==> config.mk <==
export PLATFORM = sky130hd
export DESIGN_NAME = tcw_ctrl
export DESIGN_NICKNAME = d
export VERILOG_FILES = /design/src/design/tcw_pkg.sv /design/src/design/tcw_ctrl.sv
export SDC_FILE = /design/constraint.sdc
export NUM_CORES = 1
export LEC_CHECK = 0
export BUFFER_PORTS_ARGS = -buffer_cell sky130_fd_sc_hd__buf_4
export CAP_MARGIN = 20
export CORE_MARGIN = 8
export CORE_UTILIZATION = 23
export CTS_BUF_LIST = sky130_fd_sc_hd__clkbuf_8 sky130_fd_sc_hd__clkbuf_16
export DETAILED_ROUTE_END_ITERATION = 7
export GPL_ROUTABILITY_DRIVEN = 0
export PLACE_DENSITY = 0.47
export SLEW_MARGIN = 15
export SYNTH_ARGS = -nofsm -noshare
export SYNTH_HDL_FRONTEND = slang
export SYNTH_SLANG_ARGS = --single-unit
==> constraint.sdc <==
create_clock -name clk -period 3.2 [get_ports clk]
set_clock_uncertainty 0.05 [all_clocks]
set_input_delay 0.48 -clock clk [delete_from_list [all_inputs] [get_ports clk]]
set_output_delay 0.48 -clock clk [all_outputs]
set_load 0.01 [all_outputs]
==> src/design/tcw_pkg.sv <==
`default_nettype none
package tcw_pkg;

  localparam int COLUMNS = 80;
  localparam int ROWS    = 25;
  localparam int CELLS   = ROWS * COLUMNS;

  localparam int COL_W  = $clog2(COLUMNS);
  localparam int ROW_W  = $clog2(ROWS);
  localparam int ADDR_W = $clog2(CELLS);

  // fixed field widths of the request and result
  localparam int OP_FW   = 2;
  localparam int CHAR_FW = 8;
  localparam int ROW_FW  = 5;
  localparam int COL_FW  = 7;
  localparam int CELL_FW = 16;
  localparam int ATTR_FW = 8;

  localparam logic [OP_FW-1:0] OP_PUT   = 2'd0;
  localparam logic [OP_FW-1:0] OP_CLEAR = 2'd1;
  localparam logic [OP_FW-1:0] OP_READ  = 2'd2;

  localparam logic [CHAR_FW-1:0] NEWLINE_CHAR = 8'h0A;
  localparam logic [CHAR_FW-1:0] BLANK_CHAR   = 8'h20;
  localparam logic [ATTR_FW-1:0] ATTR_RESET   = 8'h0F;

  typedef struct packed {
    logic [OP_FW-1:0]   op;
    logic [CHAR_FW-1:0] char_code;
    logic [ROW_FW-1:0]  read_row;
    logic [COL_FW-1:0]  read_col;
  } tcw_in_t;

  typedef struct packed {
    logic [CELL_FW-1:0] cell_value;
    logic [ROW_FW-1:0]  cursor_row;
    logic [COL_FW-1:0]  cursor_col;
  } tcw_out_t;

  // controller -> datapath
  typedef struct packed {
    logic capture;     // latch the accepted request
    logic exec_put;    // write character at cursor, advance cursor
    logic exec_nl;     // newline cursor move
    logic exec_clear;  // home cursor, arm full-screen blank sweep
    logic value_load;  // take RAM read data as result value
    logic value_clr;   // result value is zero
    logic sweep_step;  // write one blank cell, step sweep address
    logic blank_rst;   // blank uses the reset attribute
    logic out_load;    // load result register
    logic out_fast;    // result from next cursor with zero value
  } tcw_cmd_t;

  // datapath -> controller
  typedef struct packed {
    logic [OP_FW-1:0] op;
    logic             newline;
    logic             scroll;
    logic             read_ok;
    logic             sweep_last;
    logic             out_free;
  } tcw_stat_t;

endpackage
`default_nettype wire

==> src/design/tcw_ctrl.sv <==
`default_nettype none
module tcw_ctrl
  import tcw_pkg::*;
(
  input  wire logic      clk,
  input  wire logic      rst_n,
  input  wire logic      in_valid,
  output logic           in_ready,
  input  wire tcw_stat_t stat,
  output tcw_cmd_t       cmd
);

  typedef enum logic [4:0] {
    S_SWEEP = 5'b00001,
    S_IDLE  = 5'b00010,
    S_EXEC  = 5'b00100,
    S_RDATA = 5'b01000,
    S_DONE  = 5'b10000
  } state_t;

  state_t state_r, state_nxt;
  logic   init_r, init_nxt;

  always_ff @(posedge clk) begin
    if (!rst_n) begin
      state_r <= S_SWEEP;
      init_r  <= 1'b1;
    end else begin
      state_r <= state_nxt;
      init_r  <= init_nxt;
    end
  end

  always_comb begin
    state_nxt = state_r;
    init_nxt  = init_r;
    cmd       = '0;
    in_ready  = 1'b0;
    unique case (state_r)
      S_SWEEP: begin
        cmd.sweep_step = 1'b1;
        cmd.blank_rst  = init_r;
        if (stat.sweep_last) begin
          init_nxt  = 1'b0;
          state_nxt = init_r ? S_IDLE : S_DONE;
        end
      end
      S_IDLE: begin
        in_ready = 1'b1;
        if (in_valid) begin
          cmd.capture = 1'b1;
          state_nxt   = S_EXEC;
        end
      end
      S_EXEC: begin
        cmd.value_clr = 1'b1;
        state_nxt     = S_DONE;
        case (stat.op)
          OP_PUT: begin
            cmd.exec_nl  = stat.newline;
            cmd.exec_put = !stat.newline;
            if (stat.scroll) begin
              state_nxt = S_SWEEP;
            end
          end
          OP_CLEAR: begin
            cmd.exec_clear = 1'b1;
            state_nxt      = S_SWEEP;
          end
          OP_READ: begin
            // RAM read address is presented this cycle
            if (stat.read_ok) begin
              state_nxt = S_RDATA;
            end
          end
          default: ;
        endcase
        // short requests finish here when the result slot is free
        if (state_nxt == S_DONE && stat.out_free) begin
          cmd.out_load = 1'b1;
          cmd.out_fast = 1'b1;
          state_nxt    = S_IDLE;
        end
      end
      S_RDATA: begin
        cmd.value_load = 1'b1;
        state_nxt      = S_DONE;
      end
      S_DONE: begin
        if (stat.out_free) begin
          cmd.out_load = 1'b1;
          state_nxt    = S_IDLE;
        end
      end
      default: state_nxt = S_IDLE;
    endcase
  end

endmodule
`default_nettype wire

==> impl_metrics.ini, run 1 <==
[timing]
worst_pin_slew_ns = 0.437
rsz0062_at_grt = false
setup_viol = 0
slew_headroom = 0.706
holdWs_ns = 0.406
fin_crit_ns = 2.53
slew_viol_final = 0
post-route-period-util = 0.790
hold_viol = 0
fin_tns_setup_ns = 0
timing.fmax_mhz = 395

[pwr]
vdd_drop_max_v = 0.000147
p_seq_frac = 0.328
p_leak_uw = 0.000313
pwr-share-comb = 0.232
cellInternalPower_uw = 192
power_switching_uw = 69.3
power_frac_clock = 0.440
p_per_area_nw_per_um2 = 404
switching_share = 0.265

[critical_path]
cp.required_ns = 2.67
critPathTopFamily = simple AND/OR/NAND/NOR gates
timing.critical_path.buf_inv = 1
crit_path_cell_trace = or4b_1 -> or2_1 -> nor4b_1 -> buf_4
worst_setup_path_start_kind = flop
reg2reg_from = state_r[3]$_SDFFE_PN0P_
crit_slowest_cell = or4b_1
path_class = flop to primary output
endpoint = cmd[7]
reg2regPathDepth = 5
critPathCaptureType = primary output
critPathLaunch = state_r[3]$_SDFFE_PN0P_
crit_fanout = 8
slowest_delay_ns = 0.57
rr_endpoint = state_r[1]$_SDFFE_PN0P_
cp.arrival_ns = 2.00
worst-path-stages = 4
r2r_setup_slack_ns = 1.32

[cts]
path_clk_slew_ns = 0.04
cts_hold_buffers = 0
h-tree-depth = 1
cts_setup_buffers = 0
clockBufferDepth = 2
cts_tree = done
ctsResizeCount = 0
cts_buffers = 3
root_buffer = clkbuf_8
cts.sinks = 6
clk_latency_ns = 0.22

[final_layout]
areaGrowthSynthToFinish_pct = 48.6
num-fill-cells = 195
fin_nets = 92
diodes = 0
drive_above_1_share = 0.338

[synthesis]
syn_inst = 58
ys_warn_count = 0
synth_fp_nets = 68
avgSynthCellArea_sq_um = 7.51
yosysUniqueCellTypes = 29
yosysSeqAreaShare = 0.276
ys_seq_elements = 6
netlist_area_sq_um = 435

[drt]
wl_per_cell_microns = 12.6
drc_errors = 0
antenna_left = 0
via_per_inst = 4.69
initialDrtViolationCount = 5
postRouteWirelength_mm = 1.32
dr_total_vias = 492
drt_first_pass_iters = 4

[grt]
grt_remaining_overflow = 0
first_global_vias = 521
track_usage = 0.0916
grt_max_degree = 9
antenna_found_initial = 0
grt_pass1_wl_mm = 2.43

[die]
chipHeight_microns = 59.5
rows = 15
start_util = 0.249
die_w_microns = 59.5
io_pins = 21
dieArea_sq_um = 3540
core_sq_um = 1750

[placement]
io_buffers = 20
place_hpwl_mm = 1.05

[min_path]
hold_class = flop to flop

[job]
max_cap_viol_count = 0

[status]
status = completed
[power by group through the flow]
stage	logic (uW)	registers, uW	clock network (uW)
after floorplan	33.9	85.1	0
final	60.6	85.7	115
after detailed placement	61.3	86.6	0
after global placement	62.5	86.6	0
after global routing	68.1	86.5	121
after CTS	61.6	85.6	116
[cells by family (layout without fill, tap and decap cells)]
kind of cell    count (synthesis)  count (layout)  share of synthesized area
buf+inv                         7              29                     0.0776
mux                             1               1                     0.0230
compound gates                 10              10                      0.170
flops                           6               6                      0.276
simple gates                   34              34                      0.454
[Yosys cell counts]
master / n / area [sq um]
a211o_1: 1 / 8.76
a211oi_1: 2 / 15.0
a21oi_1: 1 / 5.00
a311oi_1: 1 / 8.76
a31oi_1: 1 / 6.26
and2_1: 3 / 18.8
and3_1: 3 / 18.8
buf_6: 1 / 11.3
dfxtp_1: 6 / 120
inv_1: 5 / 18.8
inv_2: 1 / 3.75
mux2i_1: 1 / 10.0
nand2_1: 5 / 18.8
nand2b_1: 1 / 6.26
nand4b_1: 1 / 8.76
nor2_1: 6 / 22.5
nor2_4: 1 / 11.3
nor2b_1: 4 / 25.0
nor3_1: 2 / 10.0
nor3b_1: 1 / 7.51
nor4_1: 2 / 12.5
nor4b_1: 1 / 8.76
o21ai_0: 1 / 5.00
o31a_1: 1 / 8.76
o31ai_1: 1 / 7.51
o32ai_1: 1 / 8.76
or2_1: 1 / 6.26
or2_2: 2 / 12.5
or4b_1: 1 / 10.0
[sequential cells by signal (all words and copies together), names as in the netlist]
signal	flops
state_r	5
init_r	1
[metrics by stage]
| step | instance area, sq um | util | setup slack, ns | total power (uW) | instances |
|---|---|---|---|---|---|
| final | 647 | 0.371 | 0.671 | 261 | 105 |
| after global routing | 647 | 0.371 | 0.545 | 275 | 105 |
| after CTS | 647 | 0.371 | 0.652 | 263 | 105 |
| after detailed placement | 606 | 0.347 | 0.917 | 148 | 102 |
| after global placement | 606 | 0.347 | 0.945 | 149 | 102 |
| after floorplan | 435 | - | 0.967 | 119 | 58 |
[routing by layer]
layer	share of wire	track usage
met1	0.43	0.102
met2	0.47	0.129
met3	0.061	0.0325
met4	0.038	0.0884
met5	0	0
[worst register-to-register path, cell delays in order, from the launching register on]
cell,delay [ns]
dfxtp_1,0.37
or4b_1,0.57
or2_1,0.34
nor2_4,0.16
a211oi_1,0.08
a311oi_1,0.23
[cell usage in the layout, fill, tap and decap left out, types with 2 or more instances in the layout]
| master | synthesis | final |
|---|---|---|
| buf_4 | 0 | 20 |
| nor2_1 | 6 | 6 |
| dfxtp_1 | 6 | 6 |
| nand2_1 | 5 | 5 |
| inv_1 | 5 | 5 |
| nor2b_1 | 4 | 4 |
| and2_1 | 3 | 3 |
| and3_1 | 3 | 3 |
| clkbuf_8 | 0 | 3 |
| nor3_1 | 2 | 2 |
| nor4_1 | 2 | 2 |
| or2_2 | 2 | 2 |
| a211oi_1 | 2 | 2 |
[final cells by class]
cell class,count,area (sq um),area share
timing repair buffer,20,150,0.232
inverter,6,22.5,0.0348
multi-input combinational,45,282,0.435
sequential,6,120,0.186
tap,25,31.3,0.0484
clock buffer,3,41.3,0.0638
[how the worst min path moves through the flow]
stage                             start                  end  slack [ns]  cells after the start
floorplan           init_r$_SDFFE_PN1P_  init_r$_SDFFE_PN1P_        0.39                      2
global placement    init_r$_SDFFE_PN1P_  init_r$_SDFFE_PN1P_        0.40                      2
detailed placement  init_r$_SDFFE_PN1P_  init_r$_SDFFE_PN1P_        0.41                      2
CTS                               rst_n  init_r$_SDFFE_PN1P_        0.41                      2
global route                      rst_n  init_r$_SDFFE_PN1P_        0.43                      2
finish              init_r$_SDFFE_PN1P_  init_r$_SDFFE_PN1P_        0.41                      2
(Power assumes the default switching activity.)
==> run 2, diff against run 1 <==
Clock period 3.2 ns to 2.6 ns, I/O delays scaled along.
==> impl_metrics.ini, run 2 (synthesis gave the netlist of run 1 again) <==
[critical_path]
critPathCaptureType = primary output
r2r_setup_slack_ns = 0.73
cp.arrival_ns = 1.99
cp.required_ns = 2.16
slowest_delay_ns = 0.56
crit_fanout = 8
crit_slowest_cell = or4b_1
path_class = flop to primary output
critPathTopFamily = simple AND/OR/NAND/NOR gates
timing.critical_path.buf_inv = 1
crit_path_cell_trace = or4b_1 -> or2_1 -> nor4b_1 -> buf_4
worst_setup_path_start_kind = flop

[die]
start_util = 0.249
rows = 15
io_pins = 21
core_sq_um = 1750
dieArea_sq_um = 3540
chipHeight_microns = 59.5
die_w_microns = 59.5

[placement]
place_hpwl_mm = 1.05
io_buffers = 20
post-place-ws_ns = 0.407

[drt]
initialDrtViolationCount = 3
drt_first_pass_iters = 3
postRouteWirelength_mm = 1.32
wl_per_cell_microns = 12.5
drc_errors = 0
dr_total_vias = 492
antenna_left = 0
via_per_inst = 4.69

[cts]
cts_buffers = 3
cts_tree = done
path_clk_slew_ns = 0.04
h-tree-depth = 1
cts.sinks = 6
root_buffer = clkbuf_8
ctsResizeCount = 0
clockBufferDepth = 2
cts_hold_buffers = 0
cts_setup_buffers = 0
clk_latency_ns = 0.23

[timing]
slew_headroom = 0.714
slew_viol_final = 0
rsz0062_at_grt = false
hold_viol = 0
timing.fmax_mhz = 412
post-route-period-util = 0.935
setup_viol = 0
fin_tns_setup_ns = 0
setup_slack_ns = 0.170
fin_crit_ns = 2.43
worst_pin_slew_ns = 0.425

[pwr]
p_per_area_nw_per_um2 = 499
vdd_drop_max_v = 0.000180
switching_share = 0.268
pwr-share-comb = 0.231
total_power_uw = 323
cellInternalPower_uw = 236
power_switching_uw = 86.5
power_frac_clock = 0.443
p_seq_frac = 0.327
p_leak_uw = 0.000313

[final_layout]
areaGrowthSynthToFinish_pct = 48.6
fin_nets = 92
seqCellArea_sq_um = 120
multi_input_area_sq_um = 282
diodes = 0
largest_reg_flops = 5
drive_above_1_share = 0.338
final_cell_mix = buf_4 (20), nor2_1 (6), dfxtp_1 (6)
num-fill-cells = 192
top_register = state_r
reg_top3 = state_r: 5 flops, init_r: 1 flops
final_common_cell = buf_4

[grt]
antenna_found_initial = 0
first_global_vias = 523
track_usage = 0.0907
grt_remaining_overflow = 0
grt_max_degree = 9
grt_pass1_wl_mm = 2.35

[job]
max_cap_viol_count = 0

[status]
status = completed

[min_path]
hold_class = primary input to flop
run 2: worst register-to-register path, delay by kind of cell, from the launching register on:
| kind | cells | cell delay, ns |
|---|---|---|
| AO/OA/AOI/OAI | 2 | 0.31 |
| AND/OR/NAND/NOR | 3 | 1.05 |
| flip-flops | 1 | 0.36 |
run 2: final cells by class:
type / instances / area share
clock buffer: 3 / 0.0638
inverter: 6 / 0.0348
multi-input combinational: 45 / 0.435
sequential: 6 / 0.186
tap: 25 / 0.0484
timing repair buffer: 20 / 0.232
run 2: power by group through the flow:
stage,registers [uW],clock network (uW),logic [uW]
floorplan,105,0,41.7
global placement,107,0,76.9
detailed placement,107,0,75.4
CTS,105,146,75.8
global route,106,150,82.9
finish,105,143,74.4
run 2: path summary, 6_finish.rpt:
kind	startpoint	end	depth (start not counted)
worst max-delay path	state_r[3]$_SDFFE_PN0P_	cmd[7]	4
worst min-delay path	rst_n	init_r$_SDFFE_PN1P_	2
worst max register to register	state_r[3]$_SDFFE_PN0P_	state_r[1]$_SDFFE_PN0P_	5
worst min register to register	init_r$_SDFFE_PN1P_	init_r$_SDFFE_PN1P_	2
run 2: metrics by stage:
stage                     instances  hold slack [ns]  cell area [sq um]   util
after floorplan                  58            0.386                435      -
after global placement          102            0.403                606  0.347
after detailed placement        102            0.406                606  0.347
after CTS                       105            0.313                647  0.371
after global routing            105            0.337                647  0.371
final                           105            0.314                647  0.371
run 2: per-layer routing:
metal / global-route usage / vias to the layer above / share of wire
li1: - / 252 / -
met1: 0.0963 / 219 / 0.44
met2: 0.129 / 16 / 0.45
met3: 0.0325 / 5 / 0.061
met4: 0.0986 / 0 / 0.047
met5: 0 / - / 0
